**config.mk**
```make
export PLATFORM = sky130hd
export DESIGN_NAME = ptb_ctrl
export DESIGN_NICKNAME = d
export VERILOG_FILES = /design/src/sv/ptb_pkg.sv /design/src/sv/ptb_ctrl.sv
export SDC_FILE = /design/constraint.sdc
export NUM_CORES = 1
export LEC_CHECK = 0
export BUFFER_PORTS_ARGS = -buffer_cell sky130_fd_sc_hd__buf_2
export CAP_MARGIN = 30
export CELL_PAD_IN_SITES_DETAIL_PLACEMENT = 1
export CELL_PAD_IN_SITES_GLOBAL_PLACEMENT = 2
export CORE_MARGIN = 3
export CORE_UTILIZATION = 29
export DETAILED_ROUTE_END_ITERATION = 8
export PLACE_DENSITY_LB_ADDON = 0.05
export REMOVE_ABC_BUFFERS = 1
export SLEW_MARGIN = 25
export SYNTH_ARGS = -nofsm -noshare
export SYNTH_HDL_FRONTEND = slang
export SYNTH_SLANG_ARGS = --single-unit
```
**constraint.sdc**
```tcl
create_clock -name i_clk -period 3.55 [get_ports i_clk]
set_input_delay 0 -clock i_clk [delete_from_list [all_inputs] [get_ports i_clk]]
set_output_delay 0 -clock i_clk [all_outputs]
set_load 0.005 [all_outputs]
```
**src/sv/ptb_pkg.sv**
```systemverilog
// Shared types and constants for the palindromic tree builder.
package ptb_pkg;

    localparam int LETTER_W = 5;
    localparam int OUT_W    = 13;
    localparam int COUNT_W  = 13;

    localparam logic [COUNT_W-1:0] COUNT_MAX = '1;

    // Node record read port address select
    typedef enum logic [1:0] {
        RD_CUR  = 2'd0,
        RD_CAND = 2'd1,
        RD_NODE = 2'd2
    } t_rd_sel;

    typedef struct packed {
        logic    take;          // valid letter accepted
        logic    take_rpt;      // out-of-range or overflow word accepted
        t_rd_sel rd_sel;
        logic    save_rec;      // latch length/link of walk node
        logic    follow_now;    // walk node <= link just read
        logic    follow_saved;  // walk node <= latched link
        logic    ea_calc;       // edge address of walk node
        logic    found;         // first walk done: keep p
        logic    hit;           // edge exists: result is its child
        logic    walk2;         // start second walk at link of p
        logic    link_cand;     // new link <= verified edge child
        logic    link_zero;     // new link <= even root
        logic    new_node;      // write new node record and edge
        logic    finish;        // count update and result load
    } t_cmd;

    typedef struct packed {
        logic letter_ok;
        logic full;
        logic p_odd;       // walk node is the odd root
        logic idx_pos;     // mirror position lies inside the text
        logic txt_match;
        logic cand_ok;     // edge child verified against its record
        logic p_is_odd;    // extended node is the odd root
        logic out_free;
    } t_sts;

endpackage

```
**src/sv/ptb_ctrl.sv**
```systemverilog
// Sequencer for the palindromic tree builder: walks, edge lookup, node creation.
module ptb_ctrl (
    input  logic            i_clk,
    input  logic            i_rst_n,
    input  logic            i_valid,
    input  ptb_pkg::t_sts   i_sts,
    output ptb_pkg::t_cmd   o_cmd,
    output logic            o_stall
);

    typedef enum logic [10:0] {
        S_IDLE  = 11'b000_0000_0001,
        S_WREC  = 11'b000_0000_0010,
        S_WCHK  = 11'b000_0000_0100,
        S_WTXT  = 11'b000_0000_1000,
        S_EADDR = 11'b000_0001_0000,
        S_EREAD = 11'b000_0010_0000,
        S_EVER  = 11'b000_0100_0000,
        S_ECHK  = 11'b000_1000_0000,
        S_NEWND = 11'b001_0000_0000,
        S_RDOUT = 11'b010_0000_0000,
        S_FIN   = 11'b100_0000_0000
    } t_state;

    t_state r_state, n_state;
    logic   r_phase2, n_phase2;

    always_ff @(posedge i_clk) begin
        if (!i_rst_n) begin
            r_state  <= S_IDLE;
            r_phase2 <= 1'b0;
        end else begin
            r_state  <= n_state;
            r_phase2 <= n_phase2;
        end
    end

    assign o_stall = (r_state != S_IDLE);

    always_comb begin
        n_state  = r_state;
        n_phase2 = r_phase2;
        o_cmd    = '0;
        o_cmd.rd_sel = ptb_pkg::RD_CUR;
        case (r_state)
            S_IDLE: begin
                if (i_valid) begin
                    if (i_sts.letter_ok && !i_sts.full) begin
                        o_cmd.take = 1'b1;
                        n_phase2   = 1'b0;
                        n_state    = S_WREC;
                    end else begin
                        o_cmd.take_rpt = 1'b1;
                        n_state        = S_RDOUT;
                    end
                end
            end
            S_WREC: begin
                n_state = S_WCHK;
            end
            S_WCHK: begin
                o_cmd.save_rec = 1'b1;
                if (i_sts.p_odd) begin
                    n_state = S_EADDR;
                end else if (!i_sts.idx_pos) begin
                    o_cmd.follow_now = 1'b1;
                    n_state          = S_WREC;
                end else begin
                    n_state = S_WTXT;
                end
            end
            S_WTXT: begin
                if (i_sts.txt_match) begin
                    n_state = S_EADDR;
                end else begin
                    o_cmd.follow_saved = 1'b1;
                    n_state            = S_WREC;
                end
            end
            S_EADDR: begin
                o_cmd.ea_calc = 1'b1;
                o_cmd.found   = !r_phase2;
                n_state       = S_EREAD;
            end
            S_EREAD: begin
                n_state = S_EVER;
            end
            S_EVER: begin
                o_cmd.rd_sel = ptb_pkg::RD_CAND;
                n_state      = S_ECHK;
            end
            S_ECHK: begin
                if (r_phase2) begin
                    o_cmd.link_cand = 1'b1;
                    n_state         = S_NEWND;
                end else if (i_sts.cand_ok) begin
                    o_cmd.hit = 1'b1;
                    n_state   = S_RDOUT;
                end else if (i_sts.p_is_odd) begin
                    o_cmd.link_zero = 1'b1;
                    n_state         = S_NEWND;
                end else begin
                    o_cmd.walk2 = 1'b1;
                    n_phase2    = 1'b1;
                    n_state     = S_WREC;
                end
            end
            S_NEWND: begin
                o_cmd.new_node = 1'b1;
                n_state        = S_RDOUT;
            end
            S_RDOUT: begin
                o_cmd.rd_sel = ptb_pkg::RD_NODE;
                n_state      = S_FIN;
            end
            S_FIN: begin
                o_cmd.rd_sel = ptb_pkg::RD_NODE;
                if (i_sts.out_free) begin
                    o_cmd.finish = 1'b1;
                    n_state      = S_IDLE;
                end
            end
            default: begin
                n_state = S_IDLE;
            end
        endcase
    end

endmodule

```
==> results.md, run 1 <==
- In the routed design, unresolved DRC markers number 0.
- In this run the worst hold path is classified as in2reg.
- After technology mapping, the gate count stands at 117.
- The die extent in x is 60.7 um.
- At the placement stage, the worst setup path has a slack of roughly 1.4 ns.
- The total negative slack for setup checks is 0 ns.
- The final weighted congestion in routability-driven placement is around 0.73.
- The floorplan step defined a die boundary enclosing between 0.003 and 0.004 sq mm.
- The DRC marker count from the first detailed-route iteration is 26.
- The post-layout utilization of the core is 0.377.
- The time the worst path needs with I/O delays and setup is about 2.3 ns.
- Dividing the final minimum period by the clock period gives 0.642.
- The tightest slew margin relative to the limit is 0.592.
- The number of buffers inserted during clock tree synthesis is 3.
- Between clock sinks in the finished design, the worst skew comes to ~0.006 ns.
- For this design, the sink count on the clock tree is 12.
- The run finished with clean final reports.
- The total number of vias is 933.
- The placement row count is 19.
- The worst setup path is launched from a flop.
- The netlist uses 37 different library cells.
- The clock input transition at the sequential cells of the worst setup and hold paths is around 0.080 ns.
- For the worst-skew pair, the clock arrives at the later sink with an insertion delay of between 0.2 and 0.3 ns.
- The final max-slew violation count is 0.
- The power density over the cells is around 340 mW/mm^2.
- The number of global-route vias before repair was ~960.
- The fmax is roughly 440 MHz.
- The first global-routing pass estimated approximately 4600 um of wire.
- For this run, the register share of the synthesized area comes to 0.277.
- The leading cell type in the layout, fill and taps excluded is buf_2.
- Setup repair after global routing left no endpoint under its margin.
- The placed wire-length estimate after detailed placement is between 2000 and 2500 um.
- STA puts the critical path data arrival time at 2.28 ns.
- Summed over all layers, the global routing overflow is 0.
- Yosys printed 0 warnings.
- Post-CTS repair changed the size of 0 cells.
- The number of failing setup endpoints in the final timing report is 0.
- The largest voltage drop on the vdd net is between 150 and 200 uV.
- Summed over all layers, the routed wires come to 2670 um.
- The number of detailed-routing iterations run before antenna repair is 4.
- In the final routed layout, each cell accounts on average for around 15 um.
- Across every metal layer, demand over resource in global routing totals 0.166.
- The leakage power of the design is just over 0.5 nW.
- Input and output buffers added on the ports amount to 26.
- The initial antenna violation count came to 0.
- The hold violation count in the final report is 0.
- The post-detailed-route count of antenna-violating nets is 0.
- The total number of H-tree levels is 1.
- The die is 60.7 um tall.
- Along the worst path, the maximum fanout reaches 11.
- In the post-route analysis, the smallest setup slack over all paths is 1.27 ns.
- The synthesized flop and latch total is 12.
- No sink is reached through more buffers than the 2 on the longest clock path.
- Across the run, the number of max-cap violations was 0.
- The setup path with the least slack is of type reg2out.
- Across all register-to-register paths, the minimum setup slack is approximately 1.3 ns.
- The layout has roughly 380 filler cells.
- 0 antenna diodes ended up in the layout.
- The slew at the pin closest to its max-slew limit is around 0.61 ns.
- The buffers inserted during post-CTS setup optimization is 0.
- Compared with the post-synthesis result, the final layout area differs by 21.8%.
- Using the TritonRoute via totals, the vias-per-cell ratio works out to around 5.4.
- The type of destination of the critical path is an output pin.
- The average instance area after synthesis is between 7 and 8 sq um.
- The clock tree root driver cell is clkbuf_4.
- The I/O pin count is 27.
- Power comes to between 0.3 and 0.4 mW.
- In the layout the commonest cells are buf_2, nor2_1, dfxtp_1.
- The floorplan step defined a core boundary enclosing around 0.0028 sq mm.
- The initial standard-cell utilization of the core is 0.310.
- The mapped cell area is 868 sq um.
- The clock tree from TritonCTS is built.
- At the worst endpoint, the required time is between 3 and 4 ns.
- The fraction of layout instances using a drive strength above 1 is 0.232.
- Entering global routing, the biggest net connects 12 pins.
- The final layout contains approximately 160 nets.
-- worst max-delay path: stages (launching register included) --
cell	delay [ns]
dfxtp_1	0.41
or4_4	0.61
or3b_1	0.47
nor3b_1	0.34
buf_2	0.18
-- path summary, 6_finish.rpt --
kind / to / start / cells after the start
max: o_cmd[5] / r_state[0] / 4
min: r_phase2 / i_sts[1] / 3
max reg2reg: r_state[3] / r_state[4] / 4
min reg2reg: r_phase2 / r_phase2 / 2
-- synthesized netlist by cell type --
cell	count	area share
a211oi_1	1	0.0086
a21boi_1	1	0.0086
a21oi_1	3	0.017
a22oi_1	1	0.0086
a2bb2oi_1	1	0.010
a31oi_1	1	0.0072
and2_1	1	0.0072
and2b_1	1	0.0086
and3_1	1	0.0072
clkbuf_1	6	0.026
dfxtp_1	12	0.28
inv_1	7	0.030
nand2_1	7	0.030
nand2b_1	7	0.050
nand3_1	5	0.029
nand3b_1	1	0.0086
nand4_1	1	0.0072
nor2_1	12	0.052
nor2b_1	3	0.022
nor3_1	10	0.058
nor3b_1	5	0.043
nor4_1	5	0.036
nor4b_1	3	0.030
o211a_1	1	0.012
o21a_1	1	0.0086
o21ai_0	3	0.017
o21ba_1	1	0.012
o221ai_4	1	0.030
o22a_1	1	0.010
o31ai_1	1	0.0086
o41ai_1	1	0.010
or2_2	1	0.0072
or3_1	4	0.029
or3b_1	1	0.010
or4_1	2	0.017
or4_4	2	0.026
xor2_1	2	0.020
-- flip-flops by register name, indices dropped and copies added, names as in the netlist --
register  cells
r_phase2      1
r_state      11
-- per-layer routing --
layer	GRT usage	vias to the layer above	routed length (um)
met5	0	-	0
met2	0.276	17	1230
li1	-	476	-
met4	0.0217	0	0
met3	0.0468	0	101
met1	0.219	440	1330
-- power by group --
group	internal (mW)	switching, mW
sequential	0.140	0.0122
combinational	0.0494	0.0638
clock	0.0393	0.0504
-- layout make-up --
class,instances,area [sq um],share of cell area
Multi-Input combinational cell,92,579,0.548
Sequential cell,12,240,0.227
Timing Repair Buffer,28,150,0.142
Tap cell,31,38.8,0.0367
Inverter,7,26.3,0.0249
Clock buffer,3,22.5,0.0213
-- repair_timing --
action                                  CTS  global route
hold buffers                              2             0
hold endpoints to repair                  1             0
endpoints found under the setup margin    0             0
-- through the flow --
stage                     cells  hold slack, ns  cell area [sq um]
after global routing        173          0.0496               1060
after floorplan             111          0.0737                846
after CTS                   173          0.0151               1060
after global placement      168           0.206               1010
after detailed placement    168           0.205               1010
final                       173          0.0271               1060
-- cells by family after synthesis --
kind of cell,after synthesis,share of synthesized area
simple gates,72,0.478
buf+inv,13,0.0562
compound gates,18,0.169
xor+xnor,2,0.0202
flops,12,0.277
No activity file was read; power rests on OpenSTA's default activity.
==> run 2, diff against run 1 <==
--- a/config.mk
+++ b/config.mk
@@ -10,7 +10,7 @@
 export CELL_PAD_IN_SITES_DETAIL_PLACEMENT = 1
 export CELL_PAD_IN_SITES_GLOBAL_PLACEMENT = 2
 export CORE_MARGIN = 3
-export CORE_UTILIZATION = 29
+export CORE_UTILIZATION = 27
 export DETAILED_ROUTE_END_ITERATION = 8
 export PLACE_DENSITY_LB_ADDON = 0.05
 export REMOVE_ABC_BUFFERS = 1
==> constraint.sdc (replaced) <==
create_clock -name i_clk -period 2.4 [get_ports i_clk]
set_input_delay 0 -clock i_clk [delete_from_list [all_inputs] [get_ports i_clk]]
set_output_delay 0 -clock i_clk [all_outputs]
set_load 0.005 [all_outputs]
==> results.md, run 2 (synthesis gave the netlist of run 1 again) <==
- The run finished with clean final reports.
- The class of the most critical setup path is reg2out.
- The number of detailed-routing iterations run before antenna repair is 4 (unchanged).
- The setup clock skew after layout came to 0.00296 ns (-0.00319 ns).
- The delay of the slowest critical-path stage is 0.59 ns (-0.02 ns).
- In the final layout, the registers with the most flip-flops are r_state: 11 flops, r_phase2: 1 flops.
- The worst path needs roughly 2.2 ns of the cycle, external delays included.
- The via density per instance is 5.08 (-5.8%).
- The clock net sink count is 12 (unchanged).
- The total number of H-tree levels is 1 (unchanged).
- The die area was 0.00393 sq mm (+6.7%).
- The buffers inserted during post-CTS setup optimization is 0 (unchanged).
- Ranked by flip-flop count, first place goes to r_state.
- The post-layout utilization of the core came to 0.391 (+0.0144).
- The number of failing setup endpoints in the final timing report is 0 (unchanged).
- The total number of vias is 970 (+4.0%).
- The number of port buffers is 26 (unchanged).
- The leading cell type in the layout, fill and taps excluded is buf_2.
- The I/O pin count was 27 (unchanged).
- The flip-flop count of the largest register after layout is 11 (unchanged).
- The largest voltage drop on the vdd net is 159 uV (-4.7%).
- Timing would allow up to 446 MHz.
- The count of nets after finishing was 161 (+3.9%).
- The area overhead of the layout relative to synthesis is 30.7%.
- The max-cap violation count was 0 (unchanged).
- The height of the chip is 62.7 um (+3.3%).
- The final max-slew violation count is 0 (unchanged).
- The number of buffers inserted during clock tree synthesis was 3 (unchanged).
- The initial antenna violation count is 0 (unchanged).
- The hold violation count in the final report is 0 (unchanged).
- The maximum number of pins on one net before global-route repair is 11 (-1).
- The overall routed net length is 2830 um (+6.3%).
- The leakage power of the design came to 0.551 nW (+7.5%).
- The total negative slack for setup checks is 0 ns (unchanged).
- The number of global-route vias before repair was 1003 (+5.0%).
- The required time at the endpoint of the critical path came to 2.40 ns (-1.15 ns).
- The initial standard-cell utilization of the core was 0.299 (-0.0101).
- The first-pass GRT wire length is 4860 um (+6.8%).
- The buffering stage count on the worst path with inverters included is 1 (unchanged).
- The die extent in x came to 62.7 um (+3.3%).
- The worst setup path is launched from a flop.
- The total area of multi-input combinational cells is 584 sq um (+0.86%).
- In the layout the commonest cells are buf_2, nor2_1, dfxtp_1.
- The placeable core region is 0.00290 sq mm (+3.4%).
- The family with the most delay on the worst path is simple AND/OR/NAND/NOR gates.
- The tightest slew margin relative to the limit came to 0.760 (+0.168).
- The signal arrival time at the worst endpoint is 2.24 ns (-0.04 ns).
- The fraction of layout instances using a drive strength above 1 was 0.275 (+0.0428).
- The remaining global-route overflow came to 0 (unchanged).
- The slew at the pin closest to its max-slew limit is 0.357 ns (-0.249 ns).
- The critical path goes through or4_4, or3b_1, nor3b_1, buf_2.
- The average wire length per cell after detail routing is 14.8 um (-3.7%).
- The clock tree from TritonCTS is built.
- The clock input transition at the sequential cells of the worst setup and hold paths is 0.09 ns (about the same).
- The clock tree root driver cell is clkbuf_4.
- The final weighted congestion in routability-driven placement is 0.713 (-2.3%).
- The placement row count is 19 (unchanged).
- The worst setup path is captured at an output pin.
- The DRC marker count from the first detailed-route iteration is 25 (-3.8%).
- For this design, the slowest cell found on the critical path is or4_4.
- The maximum buffer depth of the clock tree came to 2 (unchanged).
- The placed wire-length estimate after detailed placement came to 2170 um (+3.3%).
- The combined global-route utilization of all metal layers is 0.154 (-0.0124).
- The remaining design rule violation count is 0 (unchanged).
- The post-route fraction of the period consumed by the critical path is 0.934.
- The area used by sequential logic in the layout was 240 sq um (unchanged).
- The power density over the cells is 518 mW/mm^2 (+54%).
- The source-to-sink clock delay at the later pin of the worst-skew pair is 0.28 ns (about the same).
- The antenna cell count came to 0 (unchanged).
- The tightest min-delay check is of the in2reg type.
- The maximum fanout along the worst path is 9 (-2).
- The filler cell count is 386 (+2.7%).
- The post-detailed-route count of antenna-violating nets came to 0 (unchanged).
- Setup repair after global routing left no endpoint under its margin.
run 2: changes by cell type in the layout (fill, tap and decap cells not counted):
cell	change
nor3_1	-1
clkbuf_8	+1
buf_4	+6
nor3_2	+1
run 2: final timing paths:
| check | slack, ns | to | from | depth (start not counted) |
|---|---|---|---|---|
| worst max register to register | 0.29 | r_state[9] | r_state[1] | 4 |
| worst min-delay path | 0.02 | r_phase2 | i_sts[1] | 3 |
| worst min register to register | 0.57 | r_phase2 | r_phase2 | 2 |
| worst max-delay path | 0.16 | o_cmd[5] | r_state[1] | 4 |
run 2: final cells by class:
class	count	share of cell area
Tap cell	42	0.0463
Multi-Input combinational cell	92	0.515
Clock buffer	4	0.0320
Sequential cell	12	0.212
Inverter	7	0.0232
Timing Repair Buffer	34	0.172
run 2: stage by stage:
stage	setup slack [ns]	std cells	hold WS, ns	power (mW)	area, sq um
finish	0.159	191	0.0173	0.588	1130
global route	0.0503	191	0.0314	0.631	1130
CTS	0.107	191	0.0122	0.595	1130
detailed placement	0.309	185	0.208	0.418	1070
global placement	0.323	185	0.204	0.416	1070
floorplan	0.417	111	0.0737	0.340	846
run 2: report_power, final:
group | switching (mW) | leakage (nW) | total [mW] | internal, mW
Combinational | 0.110 | 0.432 | 0.200 | 0.0902
Sequential | 0.0108 | 0.0972 | 0.218 | 0.208
Clock | 0.0777 | 0.0210 | 0.170 | 0.0922
run 2: worst min-delay path, stage by stage:
cell	delay, ns
buf_2	0.10
or3_1	0.10
a21boi_1	0.05
run 2: repair_timing:
action | CTS | global route
setup endpoints to repair | 0 | 1
hold buffers | 2 | 0
hold endpoints to repair | 1 | 0
gates resized for setup | 0 | 1
run 2: per-layer routing:
metal | track usage | part of all wire | up-vias
met3 | 0.0306 | 0.034 | 2
li1 | - | - | 489
met2 | 0.260 | 0.48 | 16
met4 | 0.0634 | 0.0081 | 0
met5 | 0 | 0 | -
met1 | 0.189 | 0.48 | 463
==> run 3, diff against run 2 <==
--- a/config.mk
+++ b/config.mk
@@ -12,7 +12,7 @@
 export CORE_MARGIN = 3
 export CORE_UTILIZATION = 27
 export DETAILED_ROUTE_END_ITERATION = 8
-export PLACE_DENSITY_LB_ADDON = 0.05
+export PLACE_DENSITY_LB_ADDON = 0.1
 export REMOVE_ABC_BUFFERS = 1
 export SLEW_MARGIN = 25
 export SYNTH_ARGS = -nofsm -noshare
==> results.md, run 3 (synthesis gave the netlist of run 1 again) <==
- The placed wire-length estimate after detailed placement was 2120 um (-2.0%).
- The standard cell area after detailed placement was 0.00106 sq mm (-1.4%).
- The initial standard-cell utilization of the core is 0.299 (unchanged).
- The total number of vias is 949 (-2.2%).
- The critical path goes through or4_4, or3b_1, nor3b_1, buf_2.
- STA classifies the critical path endpoint as an output pin.
- The die extent in x is 62.7 um (unchanged).
- The total of cells resized after clock tree synthesis is 0 (unchanged).
- The family with the most delay on the worst path is simple AND/OR/NAND/NOR gates.
- The number of detailed-routing iterations run before antenna repair came to 4 (unchanged).
- The clock net sink count is 12 (unchanged).
- The master of the slowest instance on the critical path is or4_4.
- The run finished with clean final reports.
- The hold violation count in the final report is 0 (unchanged).
- The combined global-route utilization of all metal layers is 0.152 (-0.00199).
- The clock tree root driver cell is clkbuf_4.
- The filler cell count is 383 (-0.78%).
- The area used by sequential logic in the layout is 240 sq um (unchanged).
- The maximum fanout along the worst path was 9 (unchanged).
- The die area is 0.00393 sq mm (unchanged).
- The total negative slack for setup checks was 0 ns (unchanged).
- The post-detailed-route count of antenna-violating nets was 0 (unchanged).
- The post-route cell area is 0.00111 sq mm (-1.8%).
- The remaining global-route overflow was 0 (unchanged).
- The leakage power of the design is 0.539 nW (-2.1%).
- The DRC marker count from the first detailed-route iteration is 30 (+20%).
- The total area of multi-input combinational cells is 579 sq um (-0.86%).
- The total number of H-tree levels is 1 (unchanged).
- The fraction of layout instances using a drive strength above 1 is 0.259 (-0.0167).
- The final max-slew violation count is 0 (unchanged).
- The average wire length per cell after detail routing is 14.5 um (-2.5%).
- The power density over the cells came to 515 mW/mm^2 (-0.69%).
- The largest registers in the layout are r_state: 11 flops, r_phase2: 1 flops.
- The tightest slew margin relative to the limit is 0.652 (-0.108).
- The clock input transition at the sequential cells of the worst setup and hold paths is 0.09 ns (about the same).
- The antenna cell count came to 0 (unchanged).
- TritonCTS built the clock tree.
- The setup clock skew after layout is 0.00867 ns (+0.00571 ns).
- The time the worst path needs with I/O delays and setup is 2.18 ns (-0.0647 ns).
- The slew at the pin closest to its max-slew limit was 0.514 ns (+0.157 ns).
- The path class of the lowest-slack min-delay path is in2reg.
- The maximum buffer depth of the clock tree is 2 (unchanged).
- The flip-flop count of the largest register after layout came to 11 (unchanged).
- The critical path in this run is classified as reg2out.
- The fmax is 459 MHz (+3.0%).
- The number of failing setup endpoints in the final timing report was 0 (unchanged).
- The signal arrival time at the worst endpoint is 2.18 ns (-0.06 ns).
- The maximum number of pins on one net before global-route repair is 11 (unchanged).
- The via density per instance was 5.02 (-1.1%).
- The leading cell type in the layout, fill and taps excluded is buf_2.
- The required time at the endpoint of the critical path was 2.40 ns (about the same).
- The area overhead of the layout relative to synthesis is 28.4%.
- The buffering stage count on the worst path with inverters included is 1 (unchanged).
- The overall routed net length came to 2740 um (-3.5%).
- The remaining design rule violation count was 0 (unchanged).
- The placeable core region came to 0.00290 sq mm (unchanged).
- The number of port buffers was 26 (unchanged).
- The final weighted congestion in routability-driven placement was 0.726 (+1.7%).
- Ranked by flip-flop count, first place goes to r_state.
- The number of buffers inserted during clock tree synthesis was 3 (unchanged).
- The initial antenna violation count is 0 (unchanged).
- The first-pass GRT wire length is 4690 um (-3.7%).
- Setup repair after global routing left no endpoint under its margin.
- The placement row count is 19 (unchanged).
- The worst setup path is launched from a flop.
- The post-route fraction of the period consumed by the critical path is 0.907 (-0.0270).
- The largest voltage drop on the vdd net was 160 uV (+0.66%).
- The I/O pin count was 27 (unchanged).
- The max-cap violation count is 0 (unchanged).
- The source-to-sink clock delay at the later pin of the worst-skew pair is 0.28 ns (about the same).
- The library cells used most frequently in the layout, excluding fill and tap cells, are buf_2, nor2_1, dfxtp_1.
- The number of global-route vias before repair is 959 (-4.4%).
- The height of the chip came to 62.7 um (unchanged).
- The delay of the slowest critical-path stage is 0.58 ns (about the same).
- The count of nets after finishing is 159 (-1.2%).
==> run 3: cell types whose count changed in the layout (fill, tap and decap cells not counted) <==
cell / before / now
nor3_1: 9 / 10
nor3_2: 1 / 0
buf_4: 6 / 4
==> run 3: layout make-up <==
type	instances	area share
inverters	7	0.0236
clock buffers	4	0.0325
multi-input cells	92	0.520
flip-flops and latches	12	0.215
repair buffers	32	0.162
well taps	42	0.0471
==> run 3: final timing paths <==
kind,startpoint,cells after the start,slack [ns],end
max,r_state[1],4,0.22,o_cmd[5]
min,i_rst_n,3,0.03,r_state[8]
max reg2reg,r_state[1],4,0.31,r_state[9]
min reg2reg,r_state[6],2,0.58,r_state[7]
==> run 3: tightest hold or removal path, stage by stage <==
cell and delay [ns]:
buf_2 0.15, o21ai_0 0.08, nor2_1 0.04
==> run 3: per-stage QoR <==
| step | hold WS, ns | power (mW) | instances | util | setup WS, ns |
|---|---|---|---|---|---|
| floorplan | 0.0737 | 0.340 | 111 | - | 0.417 |
| global placement | 0.200 | 0.405 | 183 | 0.365 | 0.337 |
| detailed placement | 0.204 | 0.409 | 183 | 0.365 | 0.309 |
| CTS | 0.0204 | 0.580 | 189 | 0.384 | 0.177 |
| global route | 0.0212 | 0.616 | 189 | 0.384 | 0.0420 |
| finish | 0.0330 | 0.574 | 189 | 0.384 | 0.223 |
==> run 3: repair_timing <==
| action | CTS | global route |
|---|---|---|
| setup buffers | 0 | 0 |
| hold buffers | 2 | 0 |
| hold endpoints to repair | 1 | 0 |
| endpoints found under the setup margin | 0 | 0 |
==> run 3: per-layer routing <==
metal  routed length [um]  share of wire  track usage  vias up
li1                     -              -            -      485
met1                 1270           0.46        0.195      446
met2                 1340           0.49        0.242       16
met3                  106          0.039       0.0378        2
met4                   20         0.0073       0.0579        0
met5                    0              0            0        -
==> run 3: power breakdown <==
group,internal [mW],leakage (nW),switching (mW)
logic,0.0818,0.421,0.106
registers,0.208,0.0972,0.0102
clock network,0.0923,0.0210,0.0760
total,0.382,0.539,0.192
